--- src/rtl/r2e_pkg.sv ---
package r2e_pkg;

   localparam int ENTRY_W      = 18;
   localparam int LIMIT_W      = 17;
   localparam int ANGLE_W      = 16;
   localparam int SQ_W         = 35;
   localparam int SUM_W        = 36;
   localparam int ROOT_W       = 18;
   localparam int REM_W        = 19;
   localparam int OPD_W        = 19;
   localparam int CW           = 27;
   localparam int LANES        = 3;
   localparam int CORDIC_ITERS = 16;
   localparam int ATAN_LEN     = 24;
   localparam int CORDIC_STEPS = (CORDIC_ITERS < ATAN_LEN) ? CORDIC_ITERS : ATAN_LEN;
   localparam int PRESCALE     = 6;
   localparam int ROUND_SH     = 9;
   localparam int RES_W        = CW - ROUND_SH;

   localparam logic signed [CW-1:0]    DEG180   = CW'(11796480);
   localparam logic signed [CW-1:0]    ROUND_HALF = CW'(256);
   localparam logic signed [RES_W-1:0] OUT_MAX  = RES_W'(23040);
   localparam logic [LIMIT_W-1:0]      LIMIT_RESET = LIMIT_W'(1);

   // Lane order of the angle unit
   localparam int LANE_YAW   = 0;
   localparam int LANE_PITCH = 1;
   localparam int LANE_ROLL  = 2;

   typedef logic signed [ENTRY_W-1:0] entry_type;
   typedef logic signed [OPD_W-1:0]   opd_type;
   typedef logic signed [ANGLE_W-1:0] angle_type;

   typedef struct packed {
      entry_type r00;
      entry_type r10;
      entry_type r20;
      entry_type r21;
      entry_type r22;
      entry_type r12;
      entry_type r11;
   } mat_type;

   // atan(2^-i) in degrees, 16 fraction bits
   function automatic logic signed [CW-1:0] atan_deg(input int i);
      logic signed [CW-1:0] v;
      case (i)
         0:  v = CW'(2949120);
         1:  v = CW'(1740967);
         2:  v = CW'(919879);
         3:  v = CW'(466945);
         4:  v = CW'(234379);
         5:  v = CW'(117304);
         6:  v = CW'(58666);
         7:  v = CW'(29335);
         8:  v = CW'(14668);
         9:  v = CW'(7334);
         10: v = CW'(3667);
         11: v = CW'(1833);
         12: v = CW'(917);
         13: v = CW'(458);
         14: v = CW'(229);
         15: v = CW'(115);
         16: v = CW'(57);
         17: v = CW'(29);
         18: v = CW'(14);
         19: v = CW'(7);
         20: v = CW'(4);
         21: v = CW'(2);
         22: v = CW'(1);
         default: v = '0;
      endcase
      return v;
   endfunction

endpackage

--- src/rtl/r2e_square.sv ---
module r2e_square import r2e_pkg::*; (
   input  logic               clock,
   input  logic               reset,
   input  logic               en,
   input  logic               in_valid,
   input  mat_type            in_mat,
   output logic               out_valid,
   output logic [SUM_W-1:0]   out_sum,
   output mat_type            out_mat
);

   logic             vld_ff [3];
   mat_type          mat_ff [3];
   logic [SQ_W-1:0]  sq0_ff, sq1_ff;
   logic [SUM_W-1:0] sum_ff;
   logic signed [2*ENTRY_W-1:0] p0_in, p1_in;

   assign p0_in = mat_ff[0].r00 * mat_ff[0].r00;
   assign p1_in = mat_ff[0].r10 * mat_ff[0].r10;

   // valid bits
   always_ff @(posedge clock) begin
      if (reset) begin
         vld_ff[0] <= 1'b0;
         vld_ff[1] <= 1'b0;
         vld_ff[2] <= 1'b0;
      end else if (en) begin
         vld_ff[0] <= in_valid;
         vld_ff[1] <= vld_ff[0];
         vld_ff[2] <= vld_ff[1];
      end
   end

   // capture, square, sum
   always_ff @(posedge clock) begin
      if (en) begin
         mat_ff[0] <= in_mat;
         mat_ff[1] <= mat_ff[0];
         mat_ff[2] <= mat_ff[1];
         sq0_ff    <= p0_in[SQ_W-1:0];
         sq1_ff    <= p1_in[SQ_W-1:0];
         sum_ff    <= {1'b0, sq0_ff} + {1'b0, sq1_ff};
      end
   end

   assign out_valid = vld_ff[2];
   assign out_sum   = sum_ff;
   assign out_mat   = mat_ff[2];

endmodule

--- config.mk ---
export PLATFORM = sky130hd
export DESIGN_NAME = r2e_square
export DESIGN_NICKNAME = d
export VERILOG_FILES = /design/src/rtl/r2e_pkg.sv /design/src/rtl/r2e_square.sv
export SDC_FILE = /design/constraint.sdc
export NUM_CORES = 2
export LEC_CHECK = 0
export BUFFER_PORTS_ARGS = -buffer_cell sky130_fd_sc_hd__buf_2
export CAP_MARGIN = 20
export CORE_MARGIN = 4
export CORE_UTILIZATION = 35
export DETAILED_ROUTE_END_ITERATION = 8
export PLACE_DENSITY = 0.61
export SETUP_SLACK_MARGIN = 0.5
export SYNTH_ARGS = -nofsm -noshare
export SYNTH_HDL_FRONTEND = slang
export SYNTH_SLANG_ARGS = --single-unit
--- constraint.sdc ---
create_clock -name clock -period 7.5 [get_ports clock]
set_clock_uncertainty 0.2 [all_clocks]
set_input_delay 1.5 -clock clock [delete_from_list [all_inputs] [get_ports clock]]
set_output_delay 1.5 -clock clock [all_outputs]
set_load 0.1 [all_outputs]
==> reports/results.txt <==
Status - complete, no violations
GRT Residual Overflow - 0
Hold slack - 0.2106 ns
Area Growth Syn to Fin - 12.84%
Register area - 14,500 um2
Crit Path Category - reg -> reg
Via density - 4.461
Synth cell count leaders - 853 x inv_1, 576 x fa_1, 483 x edfxtp_1
Fillers - 10,470
CTS Hold Buffers Added - 0
Site row count - 121
Fmax - 0.1466 GHz
Most numerous cell in the Yosys netlist - inv_1
H-tree levels - 2
Initial DRC Count - 1,094
Via count - 22,310
Setup crit start kind - flip-flop
Worst skew pair latency - 0.64 ns
I/O Pins - 293
Post-Syn Area - 38,540 um2
Synth area leaders - edfxtp_1 38%, fa_1 30%, inv_1 8.3%
Syn Inst Count - 3,224
First-pass GRT wire length - 127,100 um
Area leader, netlist - edfxtp_1
Final Hold Fails - 0
CP required - 7.69 ns
Nets - 4,428
CP Max Fanout - 7
Final period util - 90.97%
Async S/R FF share, synth - 0%
Routed wire length - 77,920 um
CTS tree - done
Gr usage total - 13.84%
Synthesized Nets - 4,170
Chip height - 339.8 um
Relative slew slack - 44.57%
Synthesis warning total - 0
Clock-pin transition on the worst setup and hold timing paths - 0.07 ns
Min Clock Period, post-route - 6.823 ns
Post-Syn Area per Cell - 11.95 um2
Max Cap Viol - 0
Hold/Removal Path Class - reg -> reg
Critical Path AT - 7.02 ns
Starting density of the core - 35.31%
Share of cells above drive strength 1 - 14.65%
Pin count of the biggest net entering global routing - 139
Sequential area share after synthesis - 37.63%
Clock sink count - 483
Post-Route Setup TNS - 0 ns
Final setup fails - 0
Synth top area share - 37.63%
CTS Buf Count - 55
Initial antenna violation count - 4
Post-synthesis cell type count - 68
Slew of the pin with the lowest slew margin - 0.8314 ns
Die ar. - 115,500 um2
Crit end category - flip-flop
Port bufs - 292
RSZ-0062 raised after global routing - true
Final Slew Violations - 0
Die Width - 339.8 um
DPL Wire Length - 60,380 um
Number of synthesized register bits - 483
Cells after DPL - 4,848
Number of synthesized flops with an enable pin - 483
Routed WL per cell - 15.58 um
ANT nets after route - 0
Top FF cell, synth - edfxtp_1
Clock Tree Buf Depth - 3
Core Util, Final - 39.84%
Non-Filler Instances - 5,000
Vias in the first global route - 24,090
RePlAce Congestion - 0.8502
Drt drc - 0
Drt pass-1 iters - 5
Clock root buffer - clkbuf_16
CORE AREA - 109,200 um2
Multi-input gate area - 19,720 um2
## registers in the layout (all words and copies together) (netlist names)
register / count
out_sum: 36
mat_ff: 376
sq1_ff: 34
vld_ff: 3
sq0_ff: 34
## final cells by class
class                   count  area share [%]
diodes                      1        0.005754
multi-input cells        1700           45.33
well taps                1476           4.247
repair buffers            389           5.415
clock buffers              60           3.208
flip-flops and latches    483           33.35
inverters                 853           7.388
clock inverters            38           1.053
## kinds of logic (layout without fill, tap and decap cells)
family / Yosys count / count (layout) / synth area share (%)
compound gates: 242 / 242 / 4.331
flops: 483 / 483 / 37.63
buf+inv: 1041 / 1340 / 11.37
simple gates: 523 / 523 / 6.220
fa+ha+maj: 816 / 816 / 37.71
mux: 7 / 7 / 0.1948
other cells: 0 / 1 / 0
xor+xnor: 112 / 112 / 2.545
## critical path, cell delays in order (launching register included)
cell and delay (ns):
edfxtp_1 0.56, inv_1 0.26, nor2_1 0.21, ha_1 0.28, xor2_1 0.19, fa_1 0.54, fa_1 0.52, inv_1 0.05
fa_1 0.49, fa_1 0.49, inv_1 0.05, fa_1 0.53, inv_1 0.06, ha_1 0.35, a211oi_1 0.27, o21ai_1 0.11
o211ai_1 0.12, a21oi_1 0.12, or3_1 0.34, o211ai_1 0.35, a31oi_2 0.18, mux2i_1 0.17, o311ai_1 0.11
## through the flow
stage	setup WS (ns)	cell area, um2
floorplan	0.9487	38540
global placement	0.5389	41050
detailed placement	0.3980	41050
CTS	0.4899	42960
global route	0.4165	43490
finish	0.6773	43490
## cells in the final DEF (no fill, tap or decap), types with 12 or more instances in the layout
cell type	n
buf_2	291
and2_1	81
nand2b_1	14
ha_1	238
fa_1	576
nand2_1	237
clkbuf_16	55
a21o_1	39
edfxtp_1	483
a21oi_1	67
xor2_1	29
buf_4	82
nand3_1	12
nor2b_1	19
inv_1	850
xnor2_1	83
buf_12	12
o21ai_0	23
nor3_1	14
o21a_1	15
nor2_1	107
## worst paths after layout
path | startpoint | to | slack (ns) | cells past startpoint
worst max-delay path | mat_ff[0][94]$_DFFE_PP_ | sq1_ff[34]$_DFFE_PP_ | 0.68 | 22
worst min-delay path | mat_ff[0][243]$_DFFE_PP_ | mat_ff[0][369]$_DFFE_PP_ | 0.21 | 0
worst max register to register | mat_ff[0][94]$_DFFE_PP_ | sq1_ff[34]$_DFFE_PP_ | 0.68 | 22
worst min register to register | mat_ff[0][243]$_DFFE_PP_ | mat_ff[0][369]$_DFFE_PP_ | 0.21 | 0
## timing repair
item / in CTS / in global routing
resized for setup: 1 / 16
setup buffers: 7 / 46
setup endpoints to repair: 3 / 12
## metal layers
metal / up-vias / part of all wire, % / global-route usage [%]
met5: - / 0 / 0
met4: 0 / 2.4 / 3.876
met3: 108 / 6.1 / 2.735
met2: 466 / 48 / 23.19
met1: 11320 / 43 / 18.36
li1: 10410 / - / -
Power is not shown: default switching activity piles up to over one toggle a cycle in this logic, so the estimate is an artifact.
