==> config.mk <==
export PLATFORM = sky130hd
export DESIGN_NAME = r2e_isqrt
export DESIGN_NICKNAME = d
export VERILOG_FILES = /design/src/rtl/r2e_pkg.sv /design/src/rtl/r2e_isqrt.sv
export SDC_FILE = /design/constraint.sdc
export NUM_CORES = 2
export LEC_CHECK = 0
export BUFFER_PORTS_ARGS = -buffer_cell sky130_fd_sc_hd__buf_4
export CORE_UTILIZATION = 52
export CTS_CLUSTER_SIZE = 16
export DETAILED_ROUTE_END_ITERATION = 10
export GPL_TIMING_DRIVEN = 0
export PLACE_DENSITY = 0.68
export SLEW_MARGIN = 25
export SYNTH_ARGS = -nofsm -noshare
export SYNTH_HDL_FRONTEND = slang
export SYNTH_SLANG_ARGS = --single-unit
==> constraint.sdc <==
create_clock -name clock -period 4.35 [get_ports clock]
set_clock_uncertainty 0.2 [all_clocks]
set_input_delay 0.2175 -clock clock [delete_from_list [all_inputs] [get_ports clock]]
set_output_delay 0.2175 -clock clock [all_outputs]
set_load 0.01 [all_outputs]
==> src/rtl/r2e_pkg.sv <==
package r2e_pkg;

   localparam int ENTRY_W      = 18;
   localparam int LIMIT_W      = 17;
   localparam int ANGLE_W      = 16;
   localparam int SQ_W         = 35;
   localparam int SUM_W        = 36;
   localparam int ROOT_W       = 18;
   localparam int REM_W        = 19;
   localparam int OPD_W        = 19;
   localparam int CW           = 27;
   localparam int LANES        = 3;
   localparam int CORDIC_ITERS = 16;
   localparam int ATAN_LEN     = 24;
   localparam int CORDIC_STEPS = (CORDIC_ITERS < ATAN_LEN) ? CORDIC_ITERS : ATAN_LEN;
   localparam int PRESCALE     = 6;
   localparam int ROUND_SH     = 9;
   localparam int RES_W        = CW - ROUND_SH;

   localparam logic signed [CW-1:0]    DEG180   = CW'(11796480);
   localparam logic signed [CW-1:0]    ROUND_HALF = CW'(256);
   localparam logic signed [RES_W-1:0] OUT_MAX  = RES_W'(23040);
   localparam logic [LIMIT_W-1:0]      LIMIT_RESET = LIMIT_W'(1);

   // Lane order of the angle unit
   localparam int LANE_YAW   = 0;
   localparam int LANE_PITCH = 1;
   localparam int LANE_ROLL  = 2;

   typedef logic signed [ENTRY_W-1:0] entry_type;
   typedef logic signed [OPD_W-1:0]   opd_type;
   typedef logic signed [ANGLE_W-1:0] angle_type;

   typedef struct packed {
      entry_type r00;
      entry_type r10;
      entry_type r20;
      entry_type r21;
      entry_type r22;
      entry_type r12;
      entry_type r11;
   } mat_type;

   // atan(2^-i) in degrees, 16 fraction bits
   function automatic logic signed [CW-1:0] atan_deg(input int i);
      logic signed [CW-1:0] v;
      case (i)
         0:  v = CW'(2949120);
         1:  v = CW'(1740967);
         2:  v = CW'(919879);
         3:  v = CW'(466945);
         4:  v = CW'(234379);
         5:  v = CW'(117304);
         6:  v = CW'(58666);
         7:  v = CW'(29335);
         8:  v = CW'(14668);
         9:  v = CW'(7334);
         10: v = CW'(3667);
         11: v = CW'(1833);
         12: v = CW'(917);
         13: v = CW'(458);
         14: v = CW'(229);
         15: v = CW'(115);
         16: v = CW'(57);
         17: v = CW'(29);
         18: v = CW'(14);
         19: v = CW'(7);
         20: v = CW'(4);
         21: v = CW'(2);
         22: v = CW'(1);
         default: v = '0;
      endcase
      return v;
   endfunction

endpackage

==> src/rtl/r2e_isqrt.sv <==
module r2e_isqrt import r2e_pkg::*; (
   input  logic               clock,
   input  logic               reset,
   input  logic               en,
   input  logic               in_valid,
   input  logic [SUM_W-1:0]   in_sum,
   input  mat_type            in_mat,
   output logic               out_valid,
   output logic [ROOT_W-1:0]  out_root,
   output mat_type            out_mat
);

   // one root bit per stage, restoring
   logic              vld_ff  [1:ROOT_W];
   logic [REM_W-1:0]  rem_ff  [1:ROOT_W];
   logic [ROOT_W-1:0] root_ff [1:ROOT_W];
   logic [SUM_W-1:0]  num_ff  [1:ROOT_W];
   mat_type           mat_ff  [1:ROOT_W];

   for (genvar s = 0; s < ROOT_W; s++) begin : g_stage
      logic              vld_cur;
      logic [REM_W-1:0]  rem_cur;
      logic [ROOT_W-1:0] root_cur;
      logic [SUM_W-1:0]  num_cur;
      mat_type           mat_cur;
      logic [REM_W+1:0]  cat;
      logic [REM_W+1:0]  trial;
      logic [REM_W+1:0]  diff;
      logic              take;

      if (s == 0) begin : g_first
         assign vld_cur  = in_valid;
         assign rem_cur  = '0;
         assign root_cur = '0;
         assign num_cur  = in_sum;
         assign mat_cur  = in_mat;
      end else begin : g_next
         assign vld_cur  = vld_ff[s];
         assign rem_cur  = rem_ff[s];
         assign root_cur = root_ff[s];
         assign num_cur  = num_ff[s];
         assign mat_cur  = mat_ff[s];
      end

      assign cat   = {rem_cur, num_cur[SUM_W-1 -: 2]};
      assign trial = {1'b0, root_cur, 2'b01};
      assign take  = cat >= trial;
      assign diff  = cat - trial;

      always_ff @(posedge clock) begin
         if (reset) begin
            vld_ff[s+1] <= 1'b0;
         end else if (en) begin
            vld_ff[s+1] <= vld_cur;
         end
      end

      always_ff @(posedge clock) begin
         if (en) begin
            rem_ff[s+1]  <= take ? diff[REM_W-1:0] : cat[REM_W-1:0];
            root_ff[s+1] <= {root_cur[ROOT_W-2:0], take};
            num_ff[s+1]  <= {num_cur[SUM_W-3:0], 2'b00};
            mat_ff[s+1]  <= mat_cur;
         end
      end
   end

   assign out_valid = vld_ff[ROOT_W];
   assign out_root  = root_ff[ROOT_W];
   assign out_mat   = mat_ff[ROOT_W];

endmodule

==> impl_metrics.py <==
metrics = {
    "power_and_ir_drop": {
        "seqPwrFrac_pct": 55.2,
        "p_int_mw": 51.4,
        "p_clk_share_pct": 38.8,
        "p_comb_share_pct": 6.0,
        "p_switching_mw": 13.4,
        "powerDensity_nw_per_um2": 523,
        "peakVddDrop_mv": 0.437,
        "p_sw_share_pct": 20.6,
        "leakagePower_nw": 44.1,
    },
    "logic_synthesis": {
        "ys.flop_type": "edfxtp_1",
        "synth_seq_cells": 3064,
        "synth_enable_flop_cells": 3064,
        "synthArstFlopShare_pct": 0,
        "ys_types": 89,
        "synth.avg_cell_area_sq_um": 20.9,
        "netlist_area_sq_um": 105000,
        "yosysSeqAreaShare_pct": 87.8,
        "yosys_warnings": 0,
        "syn_nets": 5377,
        "syn_inst": 5021,
    },
    "floorplanning": {
        "pin_count": 311,
        "dieArea_sq_um": 203000,
        "die_h_um": 451,
        "start_util_pct": 52.4,
        "rows": 164,
        "coreArea_sq_um": 200000,
        "die_w_um": 451,
    },
    "timing": {
        "final_hold_viol_count": 0,
        "worstMarginPinSlew_ns": 0.880,
        "max_freq_mhz": 246,
        "rsz0062_at_grt": "no",
        "finalSetupTns_ns": 0,
        "setup_viol": 0,
        "fin_crit_sh_pct": 93.4,
        "relSlewSlack_pct": 40.5,
        "setup_ws_ns": 0.285,
        "final_max_slew_viol_count": 0,
        "period_needed_ns": 4.06,
    },
    "status": {
        "outcome": "finished, violations left",
        "failed_checks": "DRC",
    },
    "global_route": {
        "grt_pass1_wl_um": 230000,
        "antenna_found_initial": 3,
        "grt_pass1_vias": 44956,
        "grt_start_max_net_pins": 161,
        "grt_usage_pct": 14.1,
        "grt_overflow": 0,
    },
    "flow_run": {
        "cap_violations": 0,
    },
    "clock_tree": {
        "clkLatencyLatePin_ns": 0.91,
        "cts_buffers": 317,
        "clockBufferDepth": 4,
        "cts_sinks": 3064,
        "ctsHtreeMaxLevel": 5,
        "path_clk_slew_ns": 0.06,
        "cts_tree": "done",
        "root_buffer": "clkbuf_16",
        "post_cts_resized": 0,
    },
    "detailed_routing": {
        "met2_length_um": 74100,
        "wl_met3_um": 5640,
        "viasPerCell": 4.98,
        "routedWlPerCell_um": 16.3,
        "wl_met1_um": 59300,
        "finalWirelength_um": 145000,
        "via_count": 44193,
        "ant_nets": 0,
        "dr.pass1.iters": 10,
        "top_layer": "met4",
        "drcViolationCount": 18,
        "detail_route.iter0.violations": 2870,
    },
    "critical_path": {
        "start_kind": "input pin",
        "arrival_ns": 4.38,
        "cp.required_ns": 4.66,
        "critPathCaptureType": "flip-flop",
        "worstSetupPathType": "in -> reg",
        "crit_path_max_fanout": 157,
    },
    "place": {
        "dp_slack_ns": -0.0780,
        "post-dp-hpwl_um": 77600,
        "place_congestion": 0.902,
        "place_area_sq_um": 111000,
        "port_buffers": 310,
    },
    "final_layout": {
        "syn_to_final_growth_pct": 18.3,
        "drive_gt1_share_pct": 13.2,
        "fin_nets": 6358,
        "fin_area_sq_um": 124000,
    },
    "worst_hold_path": {
        "min_path_type": "reg -> reg",
    },
}
## metrics by stage
stage                     instances  hold slack (ns)  util (%)  total power, mW
after floorplan                5021            0.116         -             38.4
after global placement         7987            0.196      55.2             41.2
after detailed placement       8008            0.197      55.5             40.0
after CTS                      8872           0.0900      62.0             65.6
after global routing           8875            0.151      62.0             67.4
final                          8875            0.170      62.0             64.8
## per-layer routing
| metal | vias up | GRT usage (%) |
|---|---|---|
| met2 | 852 | 24.5 |
| met3 | 395 | 2.85 |
| li1 | 21482 | - |
| met4 | 0 | 6.74 |
| met5 | - | 0 |
| met1 | 21464 | 16.8 |
## sequential cells by signal, indices dropped and copies added, names as in the netlist
name and count:
mat_ff 2268, vld_ff 18, rem_ff 301, root_ff 171, num_ff 306
## repair_timing
item | in CTS | in global routing
hold buffers | 330 | 0
setup endpoints to repair | 0 | 99
hold endpoints to repair | 529 | 0
setup buffers | 0 | 0
## final timing paths
check | start | end | slack (ns) | cells after the start
worst max-delay path | en | mat_ff[3][377] | 0.29 | 7
worst min-delay path | mat_ff[2][61] | mat_ff[2][187] | 0.17 | 0
worst max register to register | root_ff[0][252] | rem_ff[0][294] | 0.66 | 11
worst min register to register | mat_ff[2][61] | mat_ff[2][187] | 0.17 | 0
## placed cells by master (no fill, tap or decap), types with 57 or more instances in the layout
| master | count |
|---|---|
| nor3_1 | 57 |
| dlygate4sd3_1 | 330 |
| ha_1 | 190 |
| clkbuf_16 | 323 |
| xnor2_1 | 130 |
| nand2_1 | 149 |
| edfxtp_1 | 3064 |
| clkbuf_1 | 83 |
| clkinv_1 | 61 |
| a21oi_1 | 156 |
| xor2_1 | 92 |
| inv_1 | 234 |
| o21ai_0 | 106 |
| nor2_1 | 184 |
| nand3_1 | 62 |
| buf_4 | 311 |
## cells by family after synthesis
kind of cell,after synthesis,synth area share [%]
buffers and inverters,278,1.01
muxes,40,0.417
adders and majority gates,190,2.27
other,1,0.00358
xor gates and xnor gates,222,1.86
AOI/OAI and AO/OA,511,3.08
and+or+nand+nor,715,3.53
DFF,3064,87.8
## worst max-delay path: stages
cell	delay, ns
dlygate4sd3_1	0.61
buf_16	0.41
buf_16	0.47
buf_16	0.47
buf_16	0.46
buf_16	0.56
buf_16	0.51
## synthesized netlist by cell type, types with 16 or more instances
cell type,number,area (sq um)
clkbuf_1,22,82.6
and2_1,28,175
o21a_1,46,345
inv_1,234,878
edfxtp_1,3064,92000
xor2_1,92,806
ha_1,190,2380
nand3_1,62,310
nand2_1,149,559
a21o_1,43,323
nor2_1,184,691
nor4_1,37,231
nor2b_1,28,175
nand2b_1,39,244
mux2_2,20,225
xnor2_1,130,1140
o21ai_1,16,80.1
a21oi_1,156,781
o31ai_1,18,135
nor3_1,57,285
nand4_1,29,181
o21ai_0,106,531
## layout make-up
| type | instances | area [sq um] |
|---|---|---|
| plain buffers | 38 | 160 |
| diodes | 2 | 5.00 |
| well taps | 2656 | 3320 |
| inverters | 240 | 901 |
| clock buffers | 383 | 8290 |
| fillers | 13461 | 75900 |
| clock inverters | 151 | 1310 |
| flip-flops and latches | 3064 | 92000 |
| repair buffers | 662 | 6250 |
| multi-input cells | 1679 | 11700 |
## power groups by stage
| stage | clock [mW] | combinational, mW | sequential (mW) |
|---|---|---|---|
| final | 25.1 | 3.89 | 35.8 |
| after CTS | 25.9 | 3.88 | 35.8 |
| after global routing | 27.0 | 4.33 | 36.0 |
| after detailed placement | 0 | 3.63 | 36.4 |
| after floorplan | 0 | 2.22 | 36.1 |
| after global placement | 0 | 3.46 | 37.8 |
(Power assumes the default switching activity.)
